[config.mk]
export PLATFORM = sky130hd
export DESIGN_NAME = trc_sequencer
export DESIGN_NICKNAME = d
export VERILOG_FILES = /design/src/trail_catmull_rom_tessellator_macros.svh /design/src/trc_pkg.sv /design/src/trc_sequencer.sv
export SDC_FILE = /design/constraint.sdc
export NUM_CORES = 1
export LEC_CHECK = 0
export BUFFER_PORTS_ARGS = -buffer_cell sky130_fd_sc_hd__buf_2
export CORE_MARGIN = 1.5
export CORE_UTILIZATION = 60
export CTS_BUF_LIST = sky130_fd_sc_hd__clkbuf_4 sky130_fd_sc_hd__clkbuf_8
export CTS_CLUSTER_SIZE = 8
export DETAILED_ROUTE_END_ITERATION = 6
export PLACE_DENSITY = 0.86
export SLEW_MARGIN = 0
export SYNTH_ARGS = -nofsm -noshare
export SYNTH_HDL_FRONTEND = slang
export SYNTH_SLANG_ARGS = --single-unit
[constraint.sdc]
create_clock -name clk -period 3.8 [get_ports clk]
set_input_delay 0.76 -clock clk [delete_from_list [all_inputs] [get_ports clk]]
set_output_delay 0.76 -clock clk [all_outputs]
set_load 0.05 [all_outputs]
[src/trail_catmull_rom_tessellator_macros.svh]
// Assertion helpers for the tessellator RTL.
`ifndef TRAIL_CATMULL_ROM_TESSELLATOR_MACROS_SVH
`define TRAIL_CATMULL_ROM_TESSELLATOR_MACROS_SVH

// Same-cycle implication, sampled on clk, off while rst_n is low.
`define TRC_ASSERT_IMP(label, ante, cons, msg) \
    label: assert property (@(posedge clk) disable iff (!rst_n) (ante) |-> (cons)) \
        else $error(msg);

// Next-cycle implication, sampled on clk, off while rst_n is low.
`define TRC_ASSERT_NXT(label, ante, cons, msg) \
    label: assert property (@(posedge clk) disable iff (!rst_n) (ante) |=> (cons)) \
        else $error(msg);

`endif

[src/trc_pkg.sv]
`default_nettype none

package trc_pkg;

    localparam int NUM_RAILS    = 2;
    localparam int NUM_POINTS   = 5;
    localparam int NUM_COORDS   = 4;
    localparam int NUM_TAPS     = 4;
    localparam int WIN_DEPTH    = 7;
    localparam int NUM_SEGS     = 4;
    localparam int SEG_STEPS    = 10;

    localparam int COORD_W      = 32;
    localparam int WEIGHT_W     = 12;
    localparam int PROD_W       = 44;
    localparam int SUM_W        = 46;
    localparam int WEIGHT_SHIFT = 10;
    localparam int QUOT_W       = 36;
    localparam int TIME_W       = 24;
    localparam int ACC_W        = 32;
    localparam int IDX_W        = 6;
    localparam int WSEL_W       = 4;

    localparam logic [TIME_W-1:0] MODE1_INTERVAL = 24'd3277;
    localparam logic [IDX_W-1:0]  LAST_INDEX     = 6'd39;

    // trail_mode codes
    localparam logic MODE_DIRECT = 1'b0;
    localparam logic MODE_LAG    = 1'b1;

    // configuration register indexes
    localparam logic CFG_TRAIL_MODE  = 1'b0;
    localparam logic CFG_FOLLOW_TIME = 1'b1;

    // weight select code that passes window tap 2 through unchanged
    localparam logic [WSEL_W-1:0] WSEL_PASS = 4'd9;

    typedef logic [NUM_COORDS-1:0][COORD_W-1:0] point_t;   // [0]=x .. [3]=w
    typedef logic signed [WEIGHT_W-1:0] weight_t;
    typedef weight_t weight_set_t [NUM_TAPS];

    typedef enum logic {
        SEQ_IDLE,
        SEQ_RUN
    } seq_state_t;

    typedef struct packed {
        logic [WSEL_W-1:0] wsel;
        logic              shift_win;
        logic              last;
    } ucode_t;

    typedef struct packed {
        logic              issue;
        logic [WSEL_W-1:0] wsel;
        logic              shift_win;
        logic              last;
        logic [IDX_W-1:0]  index;
    } ctrl_t;

    // Catmull-Rom weights at t = j/8, scaled by 1024.
    function automatic weight_set_t weight_rom(logic [WSEL_W-1:0] sel);
        weight_set_t w;
        case (sel)
            4'd0:    w = '{12'sd0,    12'sd1024, 12'sd0,    12'sd0};
            4'd1:    w = '{-12'sd49,  12'sd987,  12'sd93,   -12'sd7};
            4'd2:    w = '{-12'sd72,  12'sd888,  12'sd232,  -12'sd24};
            4'd3:    w = '{-12'sd75,  12'sd745,  12'sd399,  -12'sd45};
            4'd4:    w = '{-12'sd64,  12'sd576,  12'sd576,  -12'sd64};
            4'd5:    w = '{-12'sd45,  12'sd399,  12'sd745,  -12'sd75};
            4'd6:    w = '{-12'sd24,  12'sd232,  12'sd888,  -12'sd72};
            4'd7:    w = '{-12'sd7,   12'sd93,   12'sd987,  -12'sd49};
            4'd8:    w = '{12'sd0,    12'sd0,    12'sd1024, 12'sd0};
            default: w = '{12'sd0,    12'sd0,    12'sd1024, 12'sd0};
        endcase
        return w;
    endfunction

    // Emission program: one word per slot, step 9 of each segment slides
    // the window, the final word jumps back to idle.
    function automatic ucode_t ucode_rom(logic [IDX_W-1:0] addr);
        ucode_t word;
        word.wsel      = WSEL_PASS;
        word.shift_win = 1'b0;
        word.last      = 1'b1;
        for (int s = 0; s < NUM_SEGS; s++) begin
            for (int j = 0; j < SEG_STEPS; j++) begin
                if (addr == IDX_W'(s * SEG_STEPS + j)) begin
                    word.wsel      = WSEL_W'(j);
                    word.shift_win = (j == SEG_STEPS - 1);
                    word.last      = (s == NUM_SEGS - 1) && (j == SEG_STEPS - 1);
                end
            end
        end
        return word;
    endfunction

endpackage

`default_nettype wire

[src/trc_sequencer.sv]
`default_nettype none

module trc_sequencer (
    input  wire logic          clk,
    input  wire logic          rst_n,
    input  wire logic          start,
    input  wire logic          advance,
    output trc_pkg::ctrl_t     ctrl,
    output logic               busy
);

    trc_pkg::seq_state_t           state_reg, state_next;
    logic [trc_pkg::IDX_W-1:0]     pc_reg, pc_next;
    trc_pkg::ucode_t               word;

    always_comb word = trc_pkg::ucode_rom(pc_reg);

    always_comb
    begin
        state_next = state_reg;
        pc_next    = pc_reg;
        unique case (state_reg)
            trc_pkg::SEQ_IDLE:
            begin
                if (start)
                begin
                    state_next = trc_pkg::SEQ_RUN;
                    pc_next    = '0;
                end
            end
            trc_pkg::SEQ_RUN:
            begin
                if (advance)
                begin
                    if (word.last)
                    begin
                        state_next = trc_pkg::SEQ_IDLE;
                        pc_next    = '0;
                    end
                    else
                    begin
                        pc_next = pc_reg + trc_pkg::IDX_W'(1);
                    end
                end
            end
            default:
            begin
                state_next = trc_pkg::SEQ_IDLE;
                pc_next    = '0;
            end
        endcase
    end

    always_comb
    begin
        ctrl.issue     = (state_reg == trc_pkg::SEQ_RUN);
        ctrl.wsel      = word.wsel;
        ctrl.shift_win = word.shift_win;
        ctrl.last      = word.last;
        ctrl.index     = pc_reg;
        busy           = (state_reg == trc_pkg::SEQ_RUN);
    end

    always_ff @(posedge clk or negedge rst_n)
    begin
        if (!rst_n)
        begin
            state_reg <= trc_pkg::SEQ_IDLE;
            pc_reg    <= '0;
        end
        else
        begin
            state_reg <= state_next;
            pc_reg    <= pc_next;
        end
    end

endmodule

`default_nettype wire

== After elaboration in Yosys (flattened, before gate mapping) ==
Index checks and enable logic that the tools add are counted.

* Register bits: 7
* Input bits: 4
* Word-level logic and storage cells: 95
* Output and inout bits: 14

* Muxes and demuxes: 48
* Reduce and logical (&&, ||, !) cells: 2
* $add $sub $neg: 1
* Equality and inequality tests: 41
* Bitwise operators: 1

{| class="wikitable"
|+ Operator list
! cell !! count
|-
| 2-to-1 mux 6 bit || 43
|-
| equality test 6 x 5 -> 1 bit, second input constant || 16
|-
| equality test 6 x 4 -> 1 bit, second input constant || 8
|-
| equality test 6 bit, second input constant || 8
|-
| equality test 6 x 3 -> 1 bit, second input constant || 4
|-
| equality test 6 x 2 -> 1 bit, second input constant || 2
|-
| one-hot mux 6 bit (2 select lines) || 1
|-
| adder 6 x 1 -> 6 bit, second input constant || 1
|-
| equality test 6 x 1 -> 1 bit, second input constant || 1
|-
| zero test 6 bit || 1
|-
| != test 2 bit, second input constant || 2
|-
| 2-to-1 mux 1 bit || 3
|-
| one-hot mux 1 bit (2 select lines) || 1
|-
| AND reduction 2 bit || 1
|-
| inverter 1 bit || 1
|}

== Depth between registers and ports, before layout ==
Gate-level depths: netlist of the first run.

* Depth after elaboration: 44
* Gate-level depth with buffers: 8
* Gate-level depth less buffers: 8

== Worst setup path before layout of the first run ==
OpenSTA, ideal clock, no wires.

* Path kind: reg2out
* Start: register pc_reg[0] (netlist bit)
* End: output port ctrl[9] (netlist bit)
* Buffers on the path: 0
* Cell stages (with the launch flop): 9
* Setup slack: 0.107 ns
* Data arrival time: 2.933 ns
* Cell sequence: dfrtp_1 > inv_1 > ha_1 > nor2_1 > and2_1 > mux2i_1 > o22ai_1 > a21oi_1 > o21ai_0

{| class="wikitable"
|+ RTL lines
! item !! RTL line !! text
|-
| from (decl) || trc_sequencer.sv:13 || <nowiki>logic [trc_pkg::IDX_W-1:0] pc_reg, pc_next;</nowiki>
|-
| from (signal assigned) || trc_sequencer.sv:74 || <nowiki>pc_reg <= pc_next;</nowiki>
|-
| to (decl) || trc_sequencer.sv:8 || <nowiki>output trc_pkg::ctrl_t ctrl,</nowiki>
|}

==> results of run 1 <==
==> path summary, 6_finish.rpt <==
path / endpoint / startpoint / cells past startpoint
max: ctrl[6] / pc_reg[0] / 8
min: pc_reg[0] / rst_n / 1
max reg2reg: pc_reg[4] / pc_reg[0] / 7
min reg2reg: pc_reg[0] / pc_reg[0] / 1
max in group asynchronous: pc_reg[5] / rst_n / 1
min in group clk: pc_reg[0] / pc_reg[0] / 1
==> metrics by stage <==
stage | setup WS, ns | cells | hold WS, ns
6_report | 0.254 | 152 | 0.333
5_1_grt | 0.124 | 152 | 0.338
4_1_cts | 0.306 | 152 | 0.328
3_5_place_dp | 0.581 | 148 | 0.589
3_3_place_gp | 0.671 | 148 | 0.571
2_1_floorplan | 0.107 | 124 | 0.464
==> routing by layer <==
metal	GRT usage [%]	vias to the layer above
met5	0	-
met4	6.88	0
met3	7.76	2
met2	40.0	60
met1	35.8	473
li1	-	487
==> critical path: stages (launching register included) <==
cell and delay [ns]:
sky130_fd_sc_hd__dfrtp_1 0.44, sky130_fd_sc_hd__inv_1 0.09, sky130_fd_sc_hd__ha_1 0.27, sky130_fd_sc_hd__or2_1 0.32
sky130_fd_sc_hd__a211o_1 0.35, sky130_fd_sc_hd__a2111oi_4 0.56, sky130_fd_sc_hd__nor2_1 0.16, sky130_fd_sc_hd__inv_1 0.09
sky130_fd_sc_hd__buf_2 0.26
==> synthesized netlist by cell type (3+ instances only) <==
master                      n  share of area [%]
sky130_fd_sc_hd__nand2b_1   3                2.0
sky130_fd_sc_hd__mux2i_1    3                3.3
sky130_fd_sc_hd__a21oi_1   10                5.4
sky130_fd_sc_hd__o21ai_0    8                4.3
sky130_fd_sc_hd__and2_1     4                2.7
sky130_fd_sc_hd__inv_1      9                3.7
sky130_fd_sc_hd__clkbuf_1   6                2.4
sky130_fd_sc_hd__o32ai_1    4                3.8
sky130_fd_sc_hd__nor2_1    10                4.1
sky130_fd_sc_hd__o22a_1     3                2.8
sky130_fd_sc_hd__nand2_1   13                5.3
sky130_fd_sc_hd__ha_1       4                5.4
sky130_fd_sc_hd__dfrtp_1    7                 19
==> cell usage in the layout (no fill, tap or decap), types with 3 or more instances in the layout <==
master | Yosys | routed
sky130_fd_sc_hd__buf_2 | 1 | 17
sky130_fd_sc_hd__nand2_1 | 13 | 13
sky130_fd_sc_hd__nor2_1 | 10 | 10
sky130_fd_sc_hd__a21oi_1 | 10 | 10
sky130_fd_sc_hd__inv_1 | 9 | 9
sky130_fd_sc_hd__o21ai_0 | 8 | 8
sky130_fd_sc_hd__dfrtp_1 | 7 | 7
sky130_fd_sc_hd__and2_1 | 4 | 4
sky130_fd_sc_hd__o32ai_1 | 4 | 4
sky130_fd_sc_hd__ha_1 | 4 | 4
sky130_fd_sc_hd__clkbuf_4 | 0 | 4
sky130_fd_sc_hd__mux2i_1 | 3 | 3
sky130_fd_sc_hd__nand2b_1 | 3 | 3
sky130_fd_sc_hd__o22a_1 | 3 | 3
==> area by class of cell <==
type	count	share of cell area, %
Multi-Input combinational cell	98	64.7
Sequential cell	7	17.3
Timing Repair Buffer	19	9.86
Inverter	9	3.33
Clock buffer	4	2.96
Tap cell	15	1.85
==> power by group through the flow <==
| stage | combinational [mW] | sequential [mW] | clock, mW |
|---|---|---|---|
| 5_1_grt | 0.697 | 0.151 | 0.0796 |
| 3_5_place_dp | 0.647 | 0.146 | 0 |
| 3_3_place_gp | 0.635 | 0.143 | 0 |
| 4_1_cts | 0.648 | 0.145 | 0.0758 |
| 2_1_floorplan | 0.493 | 0.184 | 0 |
| 6_report | 0.657 | 0.145 | 0.0733 |
==> cells by family after synthesis <==
family,synth area share (%)
AO/OA/AOI/OAI,37.4
AND/OR/NAND/NOR,24.1
buffers and inverters,9.89
flip-flops,19.0
adder cells (fa/ha/maj),5.42
multiplexers,3.25
XOR/XNOR,0.949
==> reports/qor.yml, run 1 <==
post_route_cells_drive_above_1_share_pct: 19.7
gpl.final_weighted_congestion: 0.891
drtIter0Drc: 58
routed-wl-met2_um: 1020
die_w_um: 42.2
port_buffers: 17
maxClockFrequency_ghz: 0.282
final_clock_skew_ns: 0.00295
wl_met1_um: 1040
clk_root_buffer_cell: "sky130_fd_sc_hd__clkbuf_4"
vias_per_cell: 6.72
finalMaxSlewViolations: 0
synth_fp_nets: 132
drt_pre_antenna_iters: 4
critPathKind: "flop to output port"
power.share.combinational_pct: 75.0
worst_skew_pair.late_latency_ns: 0.25
critical_path_peak_fanout: 7
postSynthRegisterBits: 7
post_cts_resize_count: 0
dp_hpwl_um: 1670
net_count_of_the_finished_layout: 146
max-vdd-ir-drop_mv: 0.627
syn-instance-count: 124
clockPowerShare_pct: 8.4
seq_power_share_pct: 16.6
average_footprint_of_a_synthesized_cell_um2: 7.45
worst_slew_pin_slew_ns: 0.757
power.internal_mw: 0.334
utilization_pct: 74.3
ios: 18
power.static_leakage_nw: 0.455
cp-end-kind: "output port"
syn-cell-area_um2: 923
core_area_um2: 1370
largest_register_ff_count: 6
total_wirelength_of_the_detailed_routed_design_um: 2300
cts.clk_slew.worst_paths_ns: 0.05
postCtsSetupBuffers: 0
route.detailed.drc: 0
regToRegSetupSlack_ns: 1.20
power.switching_fraction_pct: 61.9
grt_usage_pct: 26.2
setup_viol: 0
fill_cells: 106
n_antenna_cell: 0
rsz0062_at_grt: "false"
grt_start_max_net_pins: 25
synth_sequential_area_ratio_pct: 19.0
grt_pass1_wl_um: 3650
hold_viol_final: 0
dominantRegCellSynth: "sky130_fd_sc_hd__dfrtp_1"
post-layout-total-power_mw: 0.875
multi_input_comb_area_um2: 657
synthArstFlopShare_pct: 100
arrival_ns: 2.79
area_growth_pct: 9.89
grt_overflow: 0
num_vias: 1022
die_y_um: 42.2
ant_nets: 0
initial_core_util_pct: 67.6
grt_pass1_vias: 833
clock_path_buffers: 2
drv_cap: 0
total_switching_power_mw: 0.541
finalSetupTns_ns: 0
number_of_cts_inserted_buffers: 3
start_kind: "flop"
min_path_type: "input pin to async pin"
route.top_layer_used: "met4"
worst_slew_margin_rel_pct: 49.6
clock_tree.htree_level_count: 1
run_status: "finished clean"
met3RoutedLength_um: 230
timing.final.crit_share_pct: 93.3
required_ns: 3.04
period_needed_ns: 3.55
std_cell_rows: 13
power_per_cell_area_nw_per_um2: 862
wl_per_cell_um: 15.1
register_area_um2: 175
cts_num_sinks: 7
dieArea_um2: 1780
holdBufCountCts: 0
synth_edf_count: 0
grt_antenna_before_repair: 0
synthesis.yosys.warnings: 0
yosys_cell_types: 46
post_dp_cell_area_um2: 985
finish.instance_area_um2: 1010
tritoncts: "done"
(Power assumes the default switching activity.)
==> run 2: changes to the inputs <==
--- a/config.mk
+++ b/config.mk
@@ -6,12 +6,14 @@
 export NUM_CORES = 1
 export LEC_CHECK = 0
 export BUFFER_PORTS_ARGS = -buffer_cell sky130_fd_sc_hd__buf_2
+export CORE_ASPECT_RATIO = 1.25
 export CORE_MARGIN = 1.5
-export CORE_UTILIZATION = 60
+export CORE_UTILIZATION = 52
 export CTS_BUF_LIST = sky130_fd_sc_hd__clkbuf_4 sky130_fd_sc_hd__clkbuf_8
 export CTS_CLUSTER_SIZE = 8
 export DETAILED_ROUTE_END_ITERATION = 6
-export PLACE_DENSITY = 0.86
+export PLACE_DENSITY = 0.76
+export SKIP_LAST_GASP = 1
 export SLEW_MARGIN = 0
 export SYNTH_ARGS = -nofsm -noshare
 export SYNTH_HDL_FRONTEND = slang
==> reports/qor.yml, run 2 (synthesized netlist as in run 1, its figures left out) <==
grt_pass1_vias: 839  # +0.72%
finalSetupTns_ns: 0  # unchanged
crit_path_end: "ctrl[6]"
grt_start_max_net_pins: 18  # -28%
largest_register_ff_count: 6  # unchanged
tritoncts: "done"
worst_skew_pair.late_latency_ns: 0.26  # about the same
gpl.final_weighted_congestion: 0.907  # +1.8%
area_growth_pct: 11.1
critical_path_peak_fanout: 7  # unchanged
final_cells: 156  # +2.6%
finalMaxSlewViolations: 0  # unchanged
initial_core_util_pct: 56.9  # -11 points
max-vdd-ir-drop_mv: 0.539  # -14%
worstRegToRegCells: 7  # unchanged
period_needed_ns: 3.51  # -0.0344 ns
mostFrequentLayoutCells: "17 x sky130_fd_sc_hd__buf_2, 13 x sky130_fd_sc_hd__nand2_1, 10 x sky130_fd_sc_hd__nor2_1, 10 x sky130_fd_sc_hd__a21oi_1, 9 x sky130_fd_sc_hd__inv_1"
post-layout-total-power_mw: 0.877  # +0.17%
critPathKind: "flop to output port"
n_antenna_cell: 0  # unchanged
holdBufCountCts: 0  # unchanged
finish.instance_area_um2: 1030  # +1.1%
ant_nets: 0  # unchanged
start_kind: "flop"
setup_viol: 0  # unchanged
postCtsSetupBuffers: 0  # unchanged
grt.met3_usage_pct: 6.76  # -1.0 points
regToRegSetupSlack_ns: 1.25  # +0.05 ns
dp_hpwl_um: 1770  # +6.1%
post_route_cells_drive_above_1_share_pct: 20.3  # +0.58 points
rsz0062_at_grt: "false"
wl_per_cell_um: 15.2  # +0.23%
drtIter0Drc: 36  # -38%
final_clock_skew_ns: 0.000899  # -0.00205 ns
die_y_um: 50.1  # +19%
number_of_cts_inserted_buffers: 3  # unchanged
r2r_end: "pc_reg[4]"
startpoint: "pc_reg[0]"
net_count_of_the_finished_layout: 147  # +0.68%
min_path_type: "input pin to async pin"
top_usage_layer: "met2"
hold_viol_final: 0  # unchanged
grt_pass1_wl_um: 3770  # +3.4%
timing.final.crit_share_pct: 92.4  # -0.90 points
clock_tree.htree_level_count: 1  # unchanged
clk_root_buffer_cell: "sky130_fd_sc_hd__clkbuf_4"
cts_num_sinks: 7  # unchanged
clock_path_buffers: 2  # unchanged
core_area_um2: 1620  # +19%
total_wirelength_of_the_detailed_routed_design_um: 2370  # +2.9%
port_buffers: 17  # unchanged
drt_pre_antenna_iters: 4  # unchanged
arrival_ns: 2.75  # -0.04 ns
grt_antenna_before_repair: 0  # unchanged
power_per_cell_area_nw_per_um2: 854  # -0.93%
worst_slew_margin_rel_pct: 60.8  # +11 points
die_w_um: 40.7  # -3.6%
ios: 18  # unchanged
placed_cells_incl_taps: 152  # +2.7%
num_vias: 1009  # -1.3%
maxClockFrequency_ghz: 0.285  # +0.98%
worst_slew_pin_slew_ns: 0.588  # -0.169 ns
globalRouteMet2Util_pct: 40.2  # +0.21 points
std_cell_rows: 16  # +3
r2r_start: "pc_reg[0]"
met1_track_utilization_from_global_routing_pct: 36.4  # +0.64 points
post_dp_cell_area_um2: 996  # +1.1%
run_status: "finished clean"
route.detailed.drc: 0  # unchanged
power.static_leakage_nw: 0.461  # +1.2%
vias_per_cell: 6.47  # -3.8%
mostFrequentLayoutCell: "sky130_fd_sc_hd__buf_2"
grt_usage_pct: 26.5  # +0.33 points
cts.clk_slew.worst_paths_ns: 0.05  # about the same
post_cts_resize_count: 0  # unchanged
cp-end-kind: "output port"
required_ns: 3.04  # about the same
dieArea_um2: 2040  # +14%
drv_cap: 0  # unchanged
grt_overflow: 0  # unchanged
fill_cells: 159  # +50%
[run 2: cell types whose count changed in the layout (fill, tap and decap cells not counted), sizes merged]
cell / delta
buf: +1
[run 2: how the worst min path moves through the flow]
stage / startpoint / end / slack (ns) / cells past startpoint
3_3_place_gp: pc_reg[0] / pc_reg[0] / 0.57 / 1
4_1_cts: rst_n / busy / 0.33 / 1
5_1_grt: rst_n / pc_reg[4] / 0.33 / 1
3_5_place_dp: busy / busy / 0.59 / 1
2_1_floorplan: rst_n / busy / 0.46 / 0
6_report: rst_n / busy / 0.33 / 1
[run 2: routing by layer]
layer | up-vias | routed length, um
li1 | 495 | -
met1 | 480 | 1100
met2 | 29 | 1140
met3 | 5 | 106
met4 | 0 | 26
met5 | - | 0
[run 2: worst max-delay path, stage by stage, from the launching register on]
cell                        delay, ns
sky130_fd_sc_hd__dfrtp_1         0.44
sky130_fd_sc_hd__inv_1           0.09
sky130_fd_sc_hd__ha_1            0.27
sky130_fd_sc_hd__or2_1           0.32
sky130_fd_sc_hd__a211o_1         0.35
sky130_fd_sc_hd__a2111oi_4       0.55
sky130_fd_sc_hd__nor2_1          0.14
sky130_fd_sc_hd__inv_1           0.07
sky130_fd_sc_hd__buf_2           0.25
[run 2: through the flow]
stage | utilization, % | hold slack, ns | setup WS [ns]
floorplan | - | 0.464 | 0.107
global placement | 61.4 | 0.571 | 0.665
detailed placement | 61.4 | 0.586 | 0.571
CTS | 63.3 | 0.331 | 0.301
global route | 63.3 | 0.331 | 0.145
finish | 63.3 | 0.326 | 0.289
[run 2: final cells by class]
| cell class | instances | area, um2 | area share [%] |
|---|---|---|---|
| Timing Repair Buffer | 20 | 108 | 10.5 |
| Multi-Input combinational cell | 98 | 657 | 64.0 |
| Inverter | 9 | 33.8 | 3.29 |
| Sequential cell | 7 | 175 | 17.1 |
| Clock buffer | 4 | 30.0 | 2.93 |
| Tap cell | 18 | 22.5 | 2.20 |
[run 2: power by group]
group / total [mW] / internal, mW / switching (mW) / leakage, nW
clock network: 0.0766 / 0.0473 / 0.0293 / 0.0184
registers: 0.136 / 0.0933 / 0.0431 / 0.0911
logic: 0.664 / 0.198 / 0.465 / 0.351
total: 0.877 / 0.339 / 0.538 / 0.461
